### src/rtl/tts_pkg.sv
`timescale 1ns / 1ps
// tts_pkg: shared types and constants for the tangent series pipeline
// used by tts_front, tts_slice and tangent_taylor_series; no dependencies

package tts_pkg;

    localparam int MAX_TERMS_DEF = 6;
    localparam int TERM_TABLE    = 6;

    localparam int ANGLE_W   = 16;
    localparam int TERMS_W   = 3;
    localparam int RAD_W     = 18;
    localparam int TAN_W     = 32;
    localparam int S_TDATA_W = 24;
    localparam int M_TDATA_W = 56;

    localparam int MAG_W     = 15;
    localparam int A_W       = 17;
    localparam int FRAC_W    = 16;
    localparam int P_W       = 40;
    localparam int SUM_W     = 20;

    localparam int NUM_W     = 11;
    localparam int DEN_W     = 18;
    localparam int RECIP_W   = 25;
    localparam int RECIP_SH  = 24;
    localparam int PC_FULL_W = P_W + RECIP_W;
    localparam int PC_W      = 58;
    localparam int N_W       = 52;
    localparam int Q_W       = 18;
    localparam int LP_W      = 36;
    localparam int Q_SHIFT   = RECIP_SH + FRAC_W;
    localparam int RAD_FULL_W = 35;

    localparam logic signed [ANGLE_W-1:0] DEG_LIMIT   = 16'sd23040;
    localparam logic signed [RAD_W-1:0]   RAD_LIMIT   = 18'sd102944;
    localparam logic [18:0]               RAD_PER_DEG = 19'd292818;

    typedef logic [MAG_W-1:0]   t_mag;
    typedef logic [A_W-1:0]     t_a;
    typedef logic [P_W-1:0]     t_pow;
    typedef logic [SUM_W-1:0]   t_sum;
    typedef logic [TERMS_W-1:0] t_terms;
    typedef logic [PC_W-1:0]    t_pc;
    typedef logic [N_W-1:0]     t_n;
    typedef logic [Q_W-1:0]     t_q;
    typedef logic [LP_W-1:0]    t_lp;

    // tangent number over odd factorial, reduced: t / f, and floor(t * 2^24 / f)
    localparam logic [NUM_W-1:0] TERM_NUM [TERM_TABLE] =
        '{11'd1, 11'd1, 11'd2, 11'd17, 11'd62, 11'd1382};
    localparam logic [DEN_W-1:0] TERM_DEN [TERM_TABLE] =
        '{18'd1, 18'd3, 18'd15, 18'd315, 18'd2835, 18'd155925};
    localparam logic [RECIP_W-1:0] TERM_RECIP [TERM_TABLE] =
        '{25'd16777216, 25'd5592405, 25'd2236962, 25'd905437, 25'd366909, 25'd148700};

    typedef struct packed {
        t_a     a;
        t_pow   p;
        t_sum   sum;
        logic   neg;
        t_terms terms;
    } t_slice_data;

endpackage

### src/rtl/tts_front.sv
`timescale 1ns / 1ps
// tts_front: angle clamp, magnitude and degree to radian conversion, two stages
// depends on tts_pkg

module tts_front #(
    parameter int MAX_TERMS = tts_pkg::MAX_TERMS_DEF
) (
    input  logic                                i_clk,
    input  logic                                i_rst_n,
    input  logic                                i_valid,
    output logic                                o_ready,
    input  logic signed [tts_pkg::ANGLE_W-1:0]  i_angle,
    input  tts_pkg::t_terms                     i_terms,
    output logic                                o_valid,
    input  logic                                i_ready,
    output tts_pkg::t_slice_data                o_data
);

    logic                                r_v0;
    logic                                r_v1;
    tts_pkg::t_mag                       r_mag;
    logic                                r_neg0;
    tts_pkg::t_terms                     r_terms0;
    tts_pkg::t_slice_data                r_d1;
    logic                                w_en0;
    logic                                w_en1;
    logic signed [tts_pkg::ANGLE_W-1:0]  w_clamp;
    tts_pkg::t_mag                       n_mag;
    logic                                n_neg;
    tts_pkg::t_terms                     n_terms;
    logic [tts_pkg::RAD_FULL_W-1:0]      w_rad_full;
    tts_pkg::t_slice_data                n_d1;

    assign w_en1   = !r_v1 || i_ready;
    assign w_en0   = !r_v0 || w_en1;
    assign o_ready = w_en0;
    assign o_valid = r_v1;
    assign o_data  = r_d1;

    always_comb begin
        if (i_angle > tts_pkg::DEG_LIMIT) begin
            w_clamp = tts_pkg::DEG_LIMIT;
        end else if (i_angle < -tts_pkg::DEG_LIMIT) begin
            w_clamp = -tts_pkg::DEG_LIMIT;
        end else begin
            w_clamp = i_angle;
        end
        n_neg   = w_clamp[tts_pkg::ANGLE_W-1];
        n_mag   = tts_pkg::t_mag'(n_neg ? -w_clamp : w_clamp);
        n_terms = (i_terms > tts_pkg::t_terms'(MAX_TERMS)) ?
                  tts_pkg::t_terms'(MAX_TERMS) : i_terms;
    end

    // round half up on the magnitude
    assign w_rad_full = tts_pkg::RAD_FULL_W'(r_mag) * tts_pkg::RAD_FULL_W'(tts_pkg::RAD_PER_DEG)
                      + tts_pkg::RAD_FULL_W'(1 << (tts_pkg::FRAC_W - 1));

    always_comb begin
        n_d1       = '0;
        n_d1.a     = w_rad_full[tts_pkg::A_W+tts_pkg::FRAC_W-1:tts_pkg::FRAC_W];
        n_d1.p     = tts_pkg::t_pow'({n_d1.a, {tts_pkg::FRAC_W{1'b0}}});
        n_d1.neg   = r_neg0;
        n_d1.terms = r_terms0;
    end

    always_ff @(posedge i_clk) begin
        if (!i_rst_n) begin
            r_v0 <= 1'b0;
            r_v1 <= 1'b0;
        end else begin
            if (w_en0) begin
                r_v0 <= i_valid;
            end
            if (w_en1) begin
                r_v1 <= r_v0;
            end
        end
    end

    always_ff @(posedge i_clk) begin
        if (w_en0) begin
            r_mag    <= n_mag;
            r_neg0   <= n_neg;
            r_terms0 <= n_terms;
        end
        if (w_en1) begin
            r_d1 <= n_d1;
        end
    end

endmodule

### config.mk
export PLATFORM = sky130hd
export DESIGN_NAME = tts_front
export DESIGN_NICKNAME = d
export VERILOG_FILES = /design/src/rtl/tts_pkg.sv /design/src/rtl/tts_front.sv
export SDC_FILE = /design/constraint.sdc
export NUM_CORES = 1
export LEC_CHECK = 0
export BUFFER_PORTS_ARGS = -buffer_cell sky130_fd_sc_hd__buf_2
export CAP_MARGIN = 20
export CORE_MARGIN = 1.5
export CORE_UTILIZATION = 25
export CTS_CLUSTER_SIZE = 14
export DETAILED_ROUTE_END_ITERATION = 8
export PLACE_DENSITY = 0.41
export SYNTH_ARGS = -nofsm -noshare
export SYNTH_HDL_FRONTEND = slang
export SYNTH_SLANG_ARGS = --single-unit
### constraint.sdc
create_clock -name i_clk -period 11.7 [get_ports i_clk]
set_input_delay 1.755 -clock i_clk [delete_from_list [all_inputs] [get_ports i_clk]]
set_output_delay 1.755 -clock i_clk [all_outputs]
set_load 0.01 [all_outputs]
Word-level counts from Yosys, hierarchy flattened:

Cells that the tools add are included.

* output and inout bits: 83
* register bits: 42
* input bits: 23
* word-level logic and storage cells: 21

* multipliers: 1
* mux-type cells: 3
* reduce and logical (&&, ||, !) cells: 4
* add/sub/neg operators: 2
* magnitude comparators: 3

Operator list (count)
* 33-bit by 16-bit adder with 33-bit output (second input constant): 1
* 15-bit by 18-bit multiplier with 32-bit output (second input constant): 1
* 16-bit 2-to-1 mux: 2
* 16-bit > comparator (second input constant): 1
* 16-bit less-than comparator (second input constant): 1
* 15-bit 2-to-1 mux: 1
* 15-bit negation: 1
* 3-bit > comparator (second input constant): 1
* 1-bit logical NOT: 2
* 1-bit logical OR: 2

Longest topological paths before layout:

* depth in word-level cells: 5
* gate-level depth with buffers: 24
* gate-level depth less buffers: 24

Worst setup path before layout:

OpenSTA, ideal clock, no wires.

* path type: register to register
* start point: register r_mag[3]
* end point: register r_d1 (netlist bit o_data[77]), data pin
* stages on the path, launching flop included: 22
* library setup time: 260 ps
* clock period less this slack: 6621 ps
* data arrival time: 6361 ps
* slack: 5079 ps
* required time: 11440 ps
* buffers on the path: 1
* path through: edfxtp_1 -> fa_1 -> inv_1 -> fa_1 -> inv_1 -> fa_1 -> fa_1 -> fa_1 -> inv_1 -> fa_1 -> inv_1 -> ha_1 -> and3_1 -> buf_6 -> a31o_1 -> a21o_1 -> a311oi_2 -> nand3_2 -> or4b_4 -> a2111oi_4 -> and4b_1 -> xnor2_1

* word-level cells in the longest chain between the ends: 2

Ends and longest elaborated chain
* start: declaration: line tts_front.sv:21 `tts_pkg::t_mag r_mag;`
* start signal: assignment: line tts_front.sv:82 `r_mag <= n_mag;`
* 15-bit by 18-bit multiplier with 32-bit output: line tts_front.sv:55 `assign w_rad_full = tts_pkg::RAD_FULL_W'(r_mag) * tts_pkg::RAD_FULL_W'(tts_pkg::RAD_PER_DEG)`
* 33-bit by 16-bit adder with 33-bit output: line tts_front.sv:56 `+ tts_pkg::RAD_FULL_W'(1 << (tts_pkg::FRAC_W - 1));`
* named net w_rad_full (one bit): line tts_front.sv:31 `logic [tts_pkg::RAD_FULL_W-1:0] w_rad_full;`
* end signal: assignment: line tts_front.sv:87 `r_d1 <= n_d1;`
* end: declaration: line tts_front.sv:24 `tts_pkg::t_slice_data r_d1;`

The timed path passes the listed nets, and every way through them passes these cells.
A chain may end at the register's enable or synchronous reset.

Worst setup path in the final report:

Ends and elaborated chain as after synthesis.

==> flow_metrics.env <==
export IMPL_cts_setup_buffers=0
export IMPL_wire_per_inst_um=14.5
export IMPL_relSlewSlack=0.406
export IMPL_grt_max_degree=22
export IMPL_die_h_um=174
export IMPL_post_place_ws_ns=4.41
export IMPL_clk_pin_slew_ns=0.07
export IMPL_cts_buffers_inserted=5
export IMPL_met3_length_um=760
export IMPL_ff2ff_path_depth=23
export IMPL_maxCapViolations=0
export IMPL_status="complete, no violations"
export IMPL_routed_wl_met2_mm=7.29
export IMPL_rows=62
export IMPL_fin_area_um2=7900
export IMPL_start_util=0.255
export IMPL_fin_crit_sh=0.613
export IMPL_synth_area_leaders="fa_1 24%, ha_1 19%, edfxtp_1 16%"
export IMPL_cts_sinks=42
export IMPL_dr_pass1_iters=4
export IMPL_syn_area_um2=7350
export IMPL_period_needed_ns=7.17
export IMPL_gp_congestion=0.823
export IMPL_finalWorstSetupSlack_ns=4.53
export IMPL_overflow=0
export IMPL_final_hold_viol_count=0
export IMPL_cp_data_required_time_ns=11.75
export IMPL_cp_start_kind="register"
export IMPL_wl_mm=16.7
export IMPL_synth_ff_type="edfxtp_1"
export IMPL_cp_arrival_ns=7.22
export IMPL_cts_resized=0
export IMPL_cts_root_buf="clkbuf_16"
export IMPL_synth_edf_count=40
export IMPL_fmax_mhz=139
export IMPL_grt_pass1_vias=4837
export IMPL_clockBufferDepth=2
export IMPL_rsz0062_at_grt="no"
export IMPL_crit_fanout=6
export IMPL_drive_gt1_frac=0.132
export IMPL_final_util=0.275
export IMPL_diodes=0
export IMPL_avgViaCountPerCell=4.19
export IMPL_met1_length_mm=8.45
export IMPL_worst_pin_slew_ns=0.891
export IMPL_ys_warn_count=0
export IMPL_vias=4830
export IMPL_worstHoldPathType="reg -> reg"
export IMPL_place_area_um2=7750
export IMPL_die_area_um2=30400
export IMPL_drc=0
export IMPL_setup_viol=0
export IMPL_synthCells=729
export IMPL_multi_input_area_um2=5260
export IMPL_synth_cell_type_count=69
export IMPL_drt_iter0_markers=219
export IMPL_yosysTopAreaCellShare=0.242
export IMPL_cts_tree="done"
export IMPL_grt_usage=0.113
export IMPL_dp_hpwl_mm=14.8
export IMPL_synth_seq_cells=42
export IMPL_num_fill_cells=3016
export IMPL_holdBufCountCts=0
export IMPL_area_growth_pct=7.54
export IMPL_skew_ns=0.00974
export IMPL_antenna_found_initial=0
export IMPL_yosysSeqAreaShare=0.169
export IMPL_portBuffers=62
export IMPL_coreArea_um2=28800
export IMPL_criticalPathCategory="reg -> reg"
export IMPL_asyncSetResetFlopFracSynth=0
export IMPL_end_kind="register"
export IMPL_io_pins=106
export IMPL_ant_nets=0
export IMPL_grt_pass1_wl_mm=26.9
export IMPL_dieWidth_um=174
export IMPL_cts_max_level=2
export IMPL_clkLatencyLatePin_ns=0.30
export IMPL_setup_tns_ns=0
export IMPL_synth_top_area_cell="fa_1"
export IMPL_top_layer="met4"
export IMPL_slew_viol_final=0
export IMPL_nNetsFinal=993
export IMPL_holdPathStages=0
export IMPL_regArea_um2=1240
export IMPL_syn_area_per_cell_um2=10.1
layer usage:
metal,vias up,GRT usage
met4,0,0.0219
li1,2447,-
met5,-,0
met2,151,0.178
met1,2222,0.163
met3,10,0.0190
layout make-up:
type,count,area share
well taps,384,0.0608
flip-flops and latches,42,0.157
clock buffers,7,0.0180
inverters,120,0.0570
multi-input cells,535,0.666
repair buffers,63,0.0402
clock inverters,1,0.00111
final timing paths:
| kind | start | to | slack, ns |
|---|---|---|---|
| setup / recovery | r_mag[3]$_DFFE_PP_ | o_data[77]$_DFFE_PP_ | 4.53 |
| hold / removal | r_terms0[0]$_SDFFCE_PN0P_ | o_data[0]$_DFFE_PP_ | 0.42 |
| setup reg to reg | r_mag[3]$_DFFE_PP_ | o_data[77]$_DFFE_PP_ | 4.53 |
| hold reg to reg | r_terms0[0]$_SDFFCE_PN0P_ | o_data[0]$_DFFE_PP_ | 0.42 |
sequential cells by signal (all words and copies together) (netlist names):
signal,count
o_data,21
o_valid,1
r_mag,15
r_neg0,1
r_terms0,3
r_v0,1
worst max-delay path, stage by stage, from the launching register on:
cell and delay, ns:
edfxtp_1 0.54, fa_1 0.67, inv_1 0.11, fa_1 0.54, inv_1 0.04, ha_1 0.26
inv_1 0.04, fa_1 0.47, inv_1 0.05, fa_1 0.53, inv_1 0.05, fa_1 0.49
inv_1 0.04, ha_1 0.29, nand4_1 0.16, o221ai_1 0.33, a31o_1 0.30, a2111oi_0 0.15
a311oi_2 0.43, nand3_2 0.18, or4b_4 0.60, a2111oi_4 0.31, and4b_1 0.23, xnor2_1 0.11
through the flow:
stage,hold slack [ns],std cells
2_1_floorplan,0.400,771
3_3_place_gp,0.402,1144
3_5_place_dp,0.406,1144
4_1_cts,0.421,1152
5_1_grt,0.426,1152
6_report,0.419,1152
cells by family (layout without fill, tap and decap cells):
kind of cell    after synthesis  after routing  synth area share
compound gates              105            105             0.103
mux                           3              3           0.00426
buf+inv                     194            191             0.137
fa+ha+maj                   203            203             0.437
simple gates                147            147             0.109
xor+xnor                     34             34            0.0405
other cells                   1             43          0.000510
flops                        42             42             0.169
cells in the final DEF (no fill, tap or decap), types with 3 or more instances in the layout:
master | synthesis | routed
xor2_1 | 11 | 11
buf_2 | 1 | 62
o21ai_0 | 17 | 17
nand3_1 | 11 | 11
and3_2 | 4 | 4
a211oi_1 | 6 | 6
conb_1 | 1 | 43
or2_2 | 4 | 4
nand2_1 | 26 | 26
xnor2_1 | 23 | 23
and2_1 | 5 | 5
fa_1 | 89 | 89
and3_1 | 4 | 4
inv_1 | 120 | 120
nor3_1 | 13 | 13
clkbuf_16 | 0 | 5
a21o_2 | 3 | 3
ha_1 | 114 | 114
nand2b_1 | 4 | 4
and4_1 | 4 | 4
edfxtp_1 | 40 | 40
a21boi_0 | 3 | 3
a31oi_1 | 12 | 12
a2111oi_0 | 3 | 3
nor2_1 | 35 | 35
nand4_1 | 6 | 6
o21a_1 | 5 | 5
a21o_1 | 6 | 6
nor2b_1 | 8 | 8
o21bai_1 | 4 | 4
a21oi_1 | 20 | 20
nor4_1 | 3 | 3
Yosys cell counts, types with 3 or more instances:
library cell    n
and3_1          4
a31oi_1        12
xor2_1         11
o21bai_1        4
clkbuf_1        6
nor3_1         13
a21o_1          6
edfxtp_1       40
and4_1          4
a2111oi_0       3
a211oi_1        6
inv_1         120
nand3_1        11
fa_1           89
buf_4          61
nand2b_1        4
nand4_1         6
nor4_1          3
a21oi_1        20
o21ai_0        17
buf_6           6
o21a_1          5
or2_2           4
and3_2          4
ha_1          114
a21o_2          3
nand2_1        26
xnor2_1        23
nor2b_1         8
nor2_1         35
and2_1          5
a21boi_0        3
Power is not shown: default switching activity piles up to over one toggle a cycle in this logic, so the estimate is an artifact.
