==> config.mk <==
export PLATFORM = sky130hd
export DESIGN_NAME = tts_slice
export DESIGN_NICKNAME = d
export VERILOG_FILES = /design/src/rtl/tts_pkg.sv /design/src/rtl/tts_slice.sv
export SDC_FILE = /design/constraint.sdc
export NUM_CORES = 1
export LEC_CHECK = 0
export ABC_CLOCK_PERIOD_IN_PS = 5610
export BUFFER_PORTS_ARGS = -buffer_cell sky130_fd_sc_hd__clkbuf_2
export CAP_MARGIN = 20
export CORE_ASPECT_RATIO = 1.2
export CORE_MARGIN = 3
export CORE_UTILIZATION = 25
export DETAILED_ROUTE_END_ITERATION = 8
export SYNTH_ARGS = -nofsm -noshare
export SYNTH_HDL_FRONTEND = slang
export SYNTH_SLANG_ARGS = --single-unit
==> constraint.sdc <==
create_clock -name i_clk -period 5.61 [get_ports i_clk]
set_input_delay 0.561 -clock i_clk [delete_from_list [all_inputs] [get_ports i_clk]]
set_output_delay 0.561 -clock i_clk [all_outputs]
set_load 0.02 [all_outputs]
==> src/rtl/tts_pkg.sv <==
`timescale 1ns / 1ps
// tts_pkg: shared types and constants for the tangent series pipeline
// used by tts_front, tts_slice and tangent_taylor_series; no dependencies

package tts_pkg;

    localparam int MAX_TERMS_DEF = 6;
    localparam int TERM_TABLE    = 6;

    localparam int ANGLE_W   = 16;
    localparam int TERMS_W   = 3;
    localparam int RAD_W     = 18;
    localparam int TAN_W     = 32;
    localparam int S_TDATA_W = 24;
    localparam int M_TDATA_W = 56;

    localparam int MAG_W     = 15;
    localparam int A_W       = 17;
    localparam int FRAC_W    = 16;
    localparam int P_W       = 40;
    localparam int SUM_W     = 20;

    localparam int NUM_W     = 11;
    localparam int DEN_W     = 18;
    localparam int RECIP_W   = 25;
    localparam int RECIP_SH  = 24;
    localparam int PC_FULL_W = P_W + RECIP_W;
    localparam int PC_W      = 58;
    localparam int N_W       = 52;
    localparam int Q_W       = 18;
    localparam int LP_W      = 36;
    localparam int Q_SHIFT   = RECIP_SH + FRAC_W;
    localparam int RAD_FULL_W = 35;

    localparam logic signed [ANGLE_W-1:0] DEG_LIMIT   = 16'sd23040;
    localparam logic signed [RAD_W-1:0]   RAD_LIMIT   = 18'sd102944;
    localparam logic [18:0]               RAD_PER_DEG = 19'd292818;

    typedef logic [MAG_W-1:0]   t_mag;
    typedef logic [A_W-1:0]     t_a;
    typedef logic [P_W-1:0]     t_pow;
    typedef logic [SUM_W-1:0]   t_sum;
    typedef logic [TERMS_W-1:0] t_terms;
    typedef logic [PC_W-1:0]    t_pc;
    typedef logic [N_W-1:0]     t_n;
    typedef logic [Q_W-1:0]     t_q;
    typedef logic [LP_W-1:0]    t_lp;

    // tangent number over odd factorial, reduced: t / f, and floor(t * 2^24 / f)
    localparam logic [NUM_W-1:0] TERM_NUM [TERM_TABLE] =
        '{11'd1, 11'd1, 11'd2, 11'd17, 11'd62, 11'd1382};
    localparam logic [DEN_W-1:0] TERM_DEN [TERM_TABLE] =
        '{18'd1, 18'd3, 18'd15, 18'd315, 18'd2835, 18'd155925};
    localparam logic [RECIP_W-1:0] TERM_RECIP [TERM_TABLE] =
        '{25'd16777216, 25'd5592405, 25'd2236962, 25'd905437, 25'd366909, 25'd148700};

    typedef struct packed {
        t_a     a;
        t_pow   p;
        t_sum   sum;
        logic   neg;
        t_terms terms;
    } t_slice_data;

endpackage

==> src/rtl/tts_slice.sv <==
`timescale 1ns / 1ps
// tts_slice: one series term, two power steps (none for the first term),
// reciprocal multiply, exact floor correction and accumulation; depends on tts_pkg

module tts_slice #(
    parameter int K = 0
) (
    input  logic                 i_clk,
    input  logic                 i_rst_n,
    input  logic                 i_valid,
    output logic                 o_ready,
    input  tts_pkg::t_slice_data i_data,
    output logic                 o_valid,
    input  logic                 i_ready,
    output tts_pkg::t_slice_data o_data
);

    logic                          w_av;
    tts_pkg::t_slice_data          w_ad;
    logic                          w_en_a;
    logic                          w_en_b;
    logic                          w_en_c;

    logic                          r_a_v;
    tts_pkg::t_slice_data          r_a_d;
    tts_pkg::t_pc                  r_a_pc;
    tts_pkg::t_n                   r_a_n;
    logic                          r_b_v;
    tts_pkg::t_slice_data          r_b_d;
    tts_pkg::t_q                   r_b_q1;
    tts_pkg::t_lp                  r_b_lp;
    tts_pkg::t_n                   r_b_n;
    logic                          r_c_v;
    tts_pkg::t_slice_data          r_c_d;

    logic [tts_pkg::PC_FULL_W-1:0] w_pc_full;
    tts_pkg::t_n                   n_a_n;
    tts_pkg::t_pc                  w_pc_rnd;
    tts_pkg::t_q                   n_b_q1;
    tts_pkg::t_lp                  n_b_lp;
    logic                          w_ge;
    tts_pkg::t_q                   w_term;
    tts_pkg::t_slice_data          n_c_d;

    assign w_en_c = !r_c_v || i_ready;
    assign w_en_b = !r_b_v || w_en_c;
    assign w_en_a = !r_a_v || w_en_b;

    generate
        if (K > 0) begin : g_pow
            logic                 r_pw_v [2];
            tts_pkg::t_slice_data r_pw_d [2];
            tts_pkg::t_slice_data n_pw_d [2];
            logic                 w_pw_en [2];
            logic [tts_pkg::P_W+tts_pkg::A_W-1:0] w_prod [2];

            assign w_pw_en[1] = !r_pw_v[1] || w_en_a;
            assign w_pw_en[0] = !r_pw_v[0] || w_pw_en[1];
            assign o_ready    = w_pw_en[0];
            assign w_av       = r_pw_v[1];
            assign w_ad       = r_pw_d[1];

            // p <- round(p * a / 2^16)
            always_comb begin
                w_prod[0]   = (tts_pkg::P_W+tts_pkg::A_W)'(i_data.p)
                            * (tts_pkg::P_W+tts_pkg::A_W)'(i_data.a)
                            + (tts_pkg::P_W+tts_pkg::A_W)'(1 << (tts_pkg::FRAC_W - 1));
                n_pw_d[0]   = i_data;
                n_pw_d[0].p = w_prod[0][tts_pkg::P_W+tts_pkg::FRAC_W-1:tts_pkg::FRAC_W];
                w_prod[1]   = (tts_pkg::P_W+tts_pkg::A_W)'(r_pw_d[0].p)
                            * (tts_pkg::P_W+tts_pkg::A_W)'(r_pw_d[0].a)
                            + (tts_pkg::P_W+tts_pkg::A_W)'(1 << (tts_pkg::FRAC_W - 1));
                n_pw_d[1]   = r_pw_d[0];
                n_pw_d[1].p = w_prod[1][tts_pkg::P_W+tts_pkg::FRAC_W-1:tts_pkg::FRAC_W];
            end

            always_ff @(posedge i_clk) begin
                if (!i_rst_n) begin
                    r_pw_v[0] <= 1'b0;
                    r_pw_v[1] <= 1'b0;
                end else begin
                    if (w_pw_en[0]) begin
                        r_pw_v[0] <= i_valid;
                    end
                    if (w_pw_en[1]) begin
                        r_pw_v[1] <= r_pw_v[0];
                    end
                end
            end

            always_ff @(posedge i_clk) begin
                if (w_pw_en[0]) begin
                    r_pw_d[0] <= n_pw_d[0];
                end
                if (w_pw_en[1]) begin
                    r_pw_d[1] <= n_pw_d[1];
                end
            end
        end else begin : g_nopow
            assign o_ready = w_en_a;
            assign w_av    = i_valid;
            assign w_ad    = i_data;
        end
    endgenerate

    // candidate quotient from the reciprocal, exact numerator for the check
    assign w_pc_full = tts_pkg::PC_FULL_W'(w_ad.p)
                     * tts_pkg::PC_FULL_W'(tts_pkg::TERM_RECIP[K]);
    assign n_a_n     = tts_pkg::t_n'(w_ad.p) * tts_pkg::t_n'(tts_pkg::TERM_NUM[K])
                     + (tts_pkg::t_n'(tts_pkg::TERM_DEN[K]) << (tts_pkg::FRAC_W - 1));

    // candidate plus one, and its product with the denominator
    assign w_pc_rnd = r_a_pc + (tts_pkg::t_pc'(3) << (tts_pkg::Q_SHIFT - 1));
    assign n_b_q1   = w_pc_rnd[tts_pkg::Q_SHIFT+tts_pkg::Q_W-1:tts_pkg::Q_SHIFT];
    assign n_b_lp   = tts_pkg::t_lp'(n_b_q1) * tts_pkg::t_lp'(tts_pkg::TERM_DEN[K]);

    assign w_ge   = r_b_n >= {r_b_lp, {tts_pkg::FRAC_W{1'b0}}};
    assign w_term = w_ge ? r_b_q1 : r_b_q1 - tts_pkg::t_q'(1);

    always_comb begin
        n_c_d = r_b_d;
        if (tts_pkg::t_terms'(K) < r_b_d.terms) begin
            n_c_d.sum = r_b_d.sum + tts_pkg::t_sum'(w_term);
        end
    end

    assign o_valid = r_c_v;
    assign o_data  = r_c_d;

    always_ff @(posedge i_clk) begin
        if (!i_rst_n) begin
            r_a_v <= 1'b0;
            r_b_v <= 1'b0;
            r_c_v <= 1'b0;
        end else begin
            if (w_en_a) begin
                r_a_v <= w_av;
            end
            if (w_en_b) begin
                r_b_v <= r_a_v;
            end
            if (w_en_c) begin
                r_c_v <= r_b_v;
            end
        end
    end

    always_ff @(posedge i_clk) begin
        if (w_en_a) begin
            r_a_d  <= w_ad;
            r_a_pc <= w_pc_full[tts_pkg::PC_W-1:0];
            r_a_n  <= n_a_n;
        end
        if (w_en_b) begin
            r_b_d  <= r_a_d;
            r_b_q1 <= n_b_q1;
            r_b_lp <= n_b_lp;
            r_b_n  <= r_a_n;
        end
        if (w_en_c) begin
            r_c_d <= n_c_d;
        end
    end

endmodule

# Word-level counts from Yosys, hierarchy flattened
# Index checks and enable logic that the tools add are counted.
# Widths: inputs -> output; s select.
# classes
shift,0
mul,0
n_div,0
n_mux,2
n_addsub,4
bitwise,0
reduce_logical,6
order_cmp,2
eq_ne,0
# op_table
cell,count
$add 58x41->58 const B,1
$ge 52x34->1,1
$add 40x16->41 const B,1
$add 20x18->20,1
$mux 20,1
$mux 18,1
$sub 18x1->18 const B,1
$logic_not 1->1,3
$logic_or 1x1->1,3
$lt 1x3->1 const A,1
# word_totals
memories,0
rom_bits,0
regBits,402
output_inout_bits,83
mem_bits_rw,0
latch_bits,0
wordCells,36

# Logic depth before layout (Yosys ltp)
# logic_depth
ltp_word,4
mapped_depth,19

# Worst setup path after synthesis
# No wires, ideal clock.
# synth_path
path_kind,input to register
start,input port i_ready
end,register r_a_d[0] (netlist bit) (enable)
path_stages,2
arrival_ns,3.365
n_path_buf,0
setup_slack_ns,0.939
cell_sequence,nor2b_1 -> nand3_1
# synth_via
elab_chain_len,3
# synth_rtl
element,line_no,source
start: declaration,tts_slice.sv:14,"input logic i_ready,"
$logic_or 1x1->1,tts_slice.sv:45,assign w_en_c = !r_c_v || i_ready;
$logic_or 1x1->1,tts_slice.sv:46,assign w_en_b = !r_b_v || w_en_c;
$logic_or 1x1->1,tts_slice.sv:47,assign w_en_a = !r_a_v || w_en_b;
named net o_ready,tts_slice.sv:11,"output logic o_ready,"
end signal: assignment,tts_slice.sv:150,r_a_d <= w_ad;
end: declaration,tts_slice.sv:25,tts_pkg::t_slice_data r_a_d;
# The timed path passes the listed nets, and every way through them passes these cells.
# A chain may end at the register's enable or synchronous reset.

==> flow_summary.toml <==
[worst_setup_path]
criticalPathCategory = "flip-flop to flip-flop"
critical_path.startpoint = "r_b_q1[1]"
critPathMaxStageDelay_ns = 0.54
worstSetupEndpoint = "o_data[21]"
rr_worst_depth = 17
path_depth = 17
end_kind = "flip-flop"
timing.rr.start = "r_b_q1[1]"
critical_path_arrival_ns = 5.08
path_cells = "inv_1, ha_1, nor2b_1, o21a_1, o21a_1, o311a_1, a21oi_2, and2_1, mux2i_1, ha_1, a211oi_2, o21bai_1, a211o_2, a311o_1, a21oi_2, xor2_1, o21ai_1"
cp_top_family = "compound AO/OA/AOI/OAI gates"
path_max_fanout = 17
reg2reg_to = "o_data[21]"
slowest_stage = "a21oi_2"
worst_ep_required_time_ns = 5.89
regToRegSetupSlack_ns = 0.81
start_kind = "flip-flop"
path_buf_inv = 1

[drt]
drt_first_iter_violations = 363
vias = 6644
routedWlPerCell_um = 16.6
vias_per_cell = 4.17
top_layer = "met5"
wl_met1_um = 10100
firstDrtPassIters = 4
wl_met2_um = 13400
routed-wl-met3_um = 1850
ant_nets = 0
drc = 0
routed_wl_um = 26500

[synth]
ys.flop_type = "edfxtp_1"
synth_most_common_cell = "edfxtp_1"
async_flop_share_pct = 0
yosysSeqAreaShare_pct = 77.2
ys_top_cells_by_area = "edfxtp_1 (77%), ha_1 (4.0%), xnor2_1 (3.6%)"
syn_area_um2 = 12300
synth_common_cells = "edfxtp_1 (313), xnor2_1 (51), nor2_1 (41), nand2_1 (40), ha_1 (39)"
yosysTopAreaCellShare_pct = 76.7
ys_seq_elements = 316
syn_avg_cell_area_um2 = 16.7
synth_enable_flop_cells = 313
yosys_warnings = 0
yosysUniqueCellTypes = 54
syn-num-nets = 858
yosys.area.top_type = "edfxtp_1"
syn_inst = 733

[power]
p_per_area_nw_per_um2 = 365
p_switching_mw = 1.26
internal-power_mw = 4.23
power_frac_comb_pct = 7.9
swShare_pct = 22.9
power.leakage_nw = 5.83
pwr-share-seq_pct = 51.7
vdd_drop_max_uv = 162
p_clk_share_pct = 40.4

[placement]
io_buffer_count = 167
pre_cts_ws_ns = 0.778
dp_hpwl_um = 18800
gp_congestion = 0.810
dp.cells = 1528

[sta]
hold_viol_final = 0
period_share_pct = 85.6
drv_slew = 0
timing.fmax_mhz = 208
slew_headroom_pct = 51.4
final.setup_skew_ns = 0.0162
setup_ws_ns = 0.810
setup_viol = 0
grt_setup_unrepaired = "false"
final.setup.tns_ns = 0
tightestPinTransition_ns = 0.729
fin_crit_ns = 4.80

[floorplan]
fp.dieW_um = 208
num_io_pins = 168
die_area_um2 = 51700
rows = 88
start_util_pct = 25.4
core-area_um2 = 48200
die_height_um = 249

[worst_hold_path]
min_path_type = "input port to flip-flop"

[grt]
grt_max_degree = 110
antenna_found_initial = 10
track_usage_pct = 10.1
grt-ovfl-total = 0
grt_pass1_wl_um = 40100
grt_pass1_vias = 6997

[outcome]
run_status = "finished clean"

[clocking]
post_cts_buffers = 0
clk_latency_ns = 0.53
cts_inserted_buffers = 35
root_buffer = "clkbuf_16"
cts_tree = "yes"
hold_buffers = 0
cts_max_path_buffers = 3
htreeDepth = 2
cts_sinks = 316
cts.repair.resized = 0
clkSlewWorstSetupHoldPaths_ns = 0.06

[flow_run]
cap_viol_max_count = 0

[final_layout]
final_cell_count_no_fill = 1594
syn2layout_area_growth_pct = 22.7
drive_above_1_share_pct = 25.0
regArea_um2 = 9460
multi_input_area_um2 = 2660
nets = 1060
fillers = 4779
kinds of logic (layout without fill, tap and decap cells):
| kind of cell | Yosys count | in the layout | share of synthesized area, % |
|---|---|---|---|
| buf+inv | 38 | 265 | 1.30 |
| compound gates | 86 | 86 | 4.75 |
| flops | 316 | 316 | 77.2 |
| simple gates | 181 | 181 | 7.48 |
| xor+xnor | 71 | 71 | 5.07 |
| mux | 1 | 1 | 0.0817 |
| other cells | 0 | 4 | 0 |
| fa+ha+maj | 40 | 40 | 4.14 |
power by group through the flow:
stage | logic (mW) | clock network (mW) | registers (mW)
after CTS | 0.441 | 2.32 | 2.84
final | 0.432 | 2.22 | 2.84
after floorplan | 0.194 | 0 | 2.95
after detailed placement | 0.439 | 0 | 2.89
after global routing | 0.478 | 2.39 | 2.86
after global placement | 0.431 | 0 | 2.89
flip-flops by register name (all words and copies together) (netlist names):
name	flops
o_data	81
r_a_d	81
n_c_d	61
r_a_n	26
r_b_n	26
r_b_d	20
r_b_q1	18
o_valid	1
r_a_v	1
r_b_v	1
how the worst min path moves through the flow:
stage / cells after the start / endpoint / start
final: 1 / r_a_d[18] / i_data[18]
after global routing: 1 / r_a_d[20] / i_data[20]
after CTS: 1 / r_a_d[20] / i_data[20]
after detailed placement: 0 / n_c_d[34] / r_a_d[34]
after global placement: 0 / n_c_d[36] / r_a_d[36]
after floorplan: 0 / n_c_d[0] / r_a_d[0]
layout by cell type, fill, tap and decap left out, types with 6 or more instances in the layout:
master / instances
a211oi_1: 6
a21o_1: 9
a21oi_1: 25
and3_1: 13
buf_4: 7
clkbuf_16: 37
clkbuf_2: 167
clkinv_2: 12
edfxtp_1: 313
ha_1: 39
inv_1: 27
nand2_1: 39
nand3_1: 21
nand4_1: 24
nor2_1: 41
nor2b_1: 6
nor3_1: 8
nor4_1: 8
o21ai_0: 13
xnor2_1: 51
xor2_1: 20
final cells by class:
class                           instances  area share, %
Sequential cell                       316           62.9
Multi-Input combinational cell        379           17.7
Clock buffer                           40           6.23
Timing Repair Buffer                  175           6.04
Tap cell                              630           5.24
Clock inverter                         22           1.14
Inverter                               28          0.707
Antenna cell                            4         0.0666
through the flow:
step | total power [mW] | instance area (um^2) | hold WS [ns] | utilization [%]
finish | 5.49 | 15000 | 0.204 | 31.2
global route | 5.72 | 15000 | 0.168 | 31.2
CTS | 5.60 | 15000 | 0.160 | 31.2
detailed placement | 3.33 | 13900 | 0.405 | 28.9
global placement | 3.32 | 13900 | 0.401 | 28.9
floorplan | 3.14 | 12300 | 0.400 | -
worst reg2reg max path, cell delays in order, from the launching register on:
cell and delay (ns):
edfxtp_1 0.38, inv_1 0.12, ha_1 0.25, nor2b_1 0.13, o21a_1 0.16, o21a_1 0.16
o311a_1 0.34, a21oi_2 0.54, and2_1 0.28, mux2i_1 0.34, ha_1 0.32, a211oi_2 0.25
o21bai_1 0.14, a211o_2 0.38, a311o_1 0.39, a21oi_2 0.16, xor2_1 0.15, o21ai_1 0.08
per-layer routing:
layer | vias up | global-route usage, %
met2 | 167 | 18.0
met5 | - | 0
met4 | 10 | 4.47
met3 | 68 | 3.61
li1 | 3216 | -
met1 | 3183 | 10.8
Power figures use the tool's default switching activity.
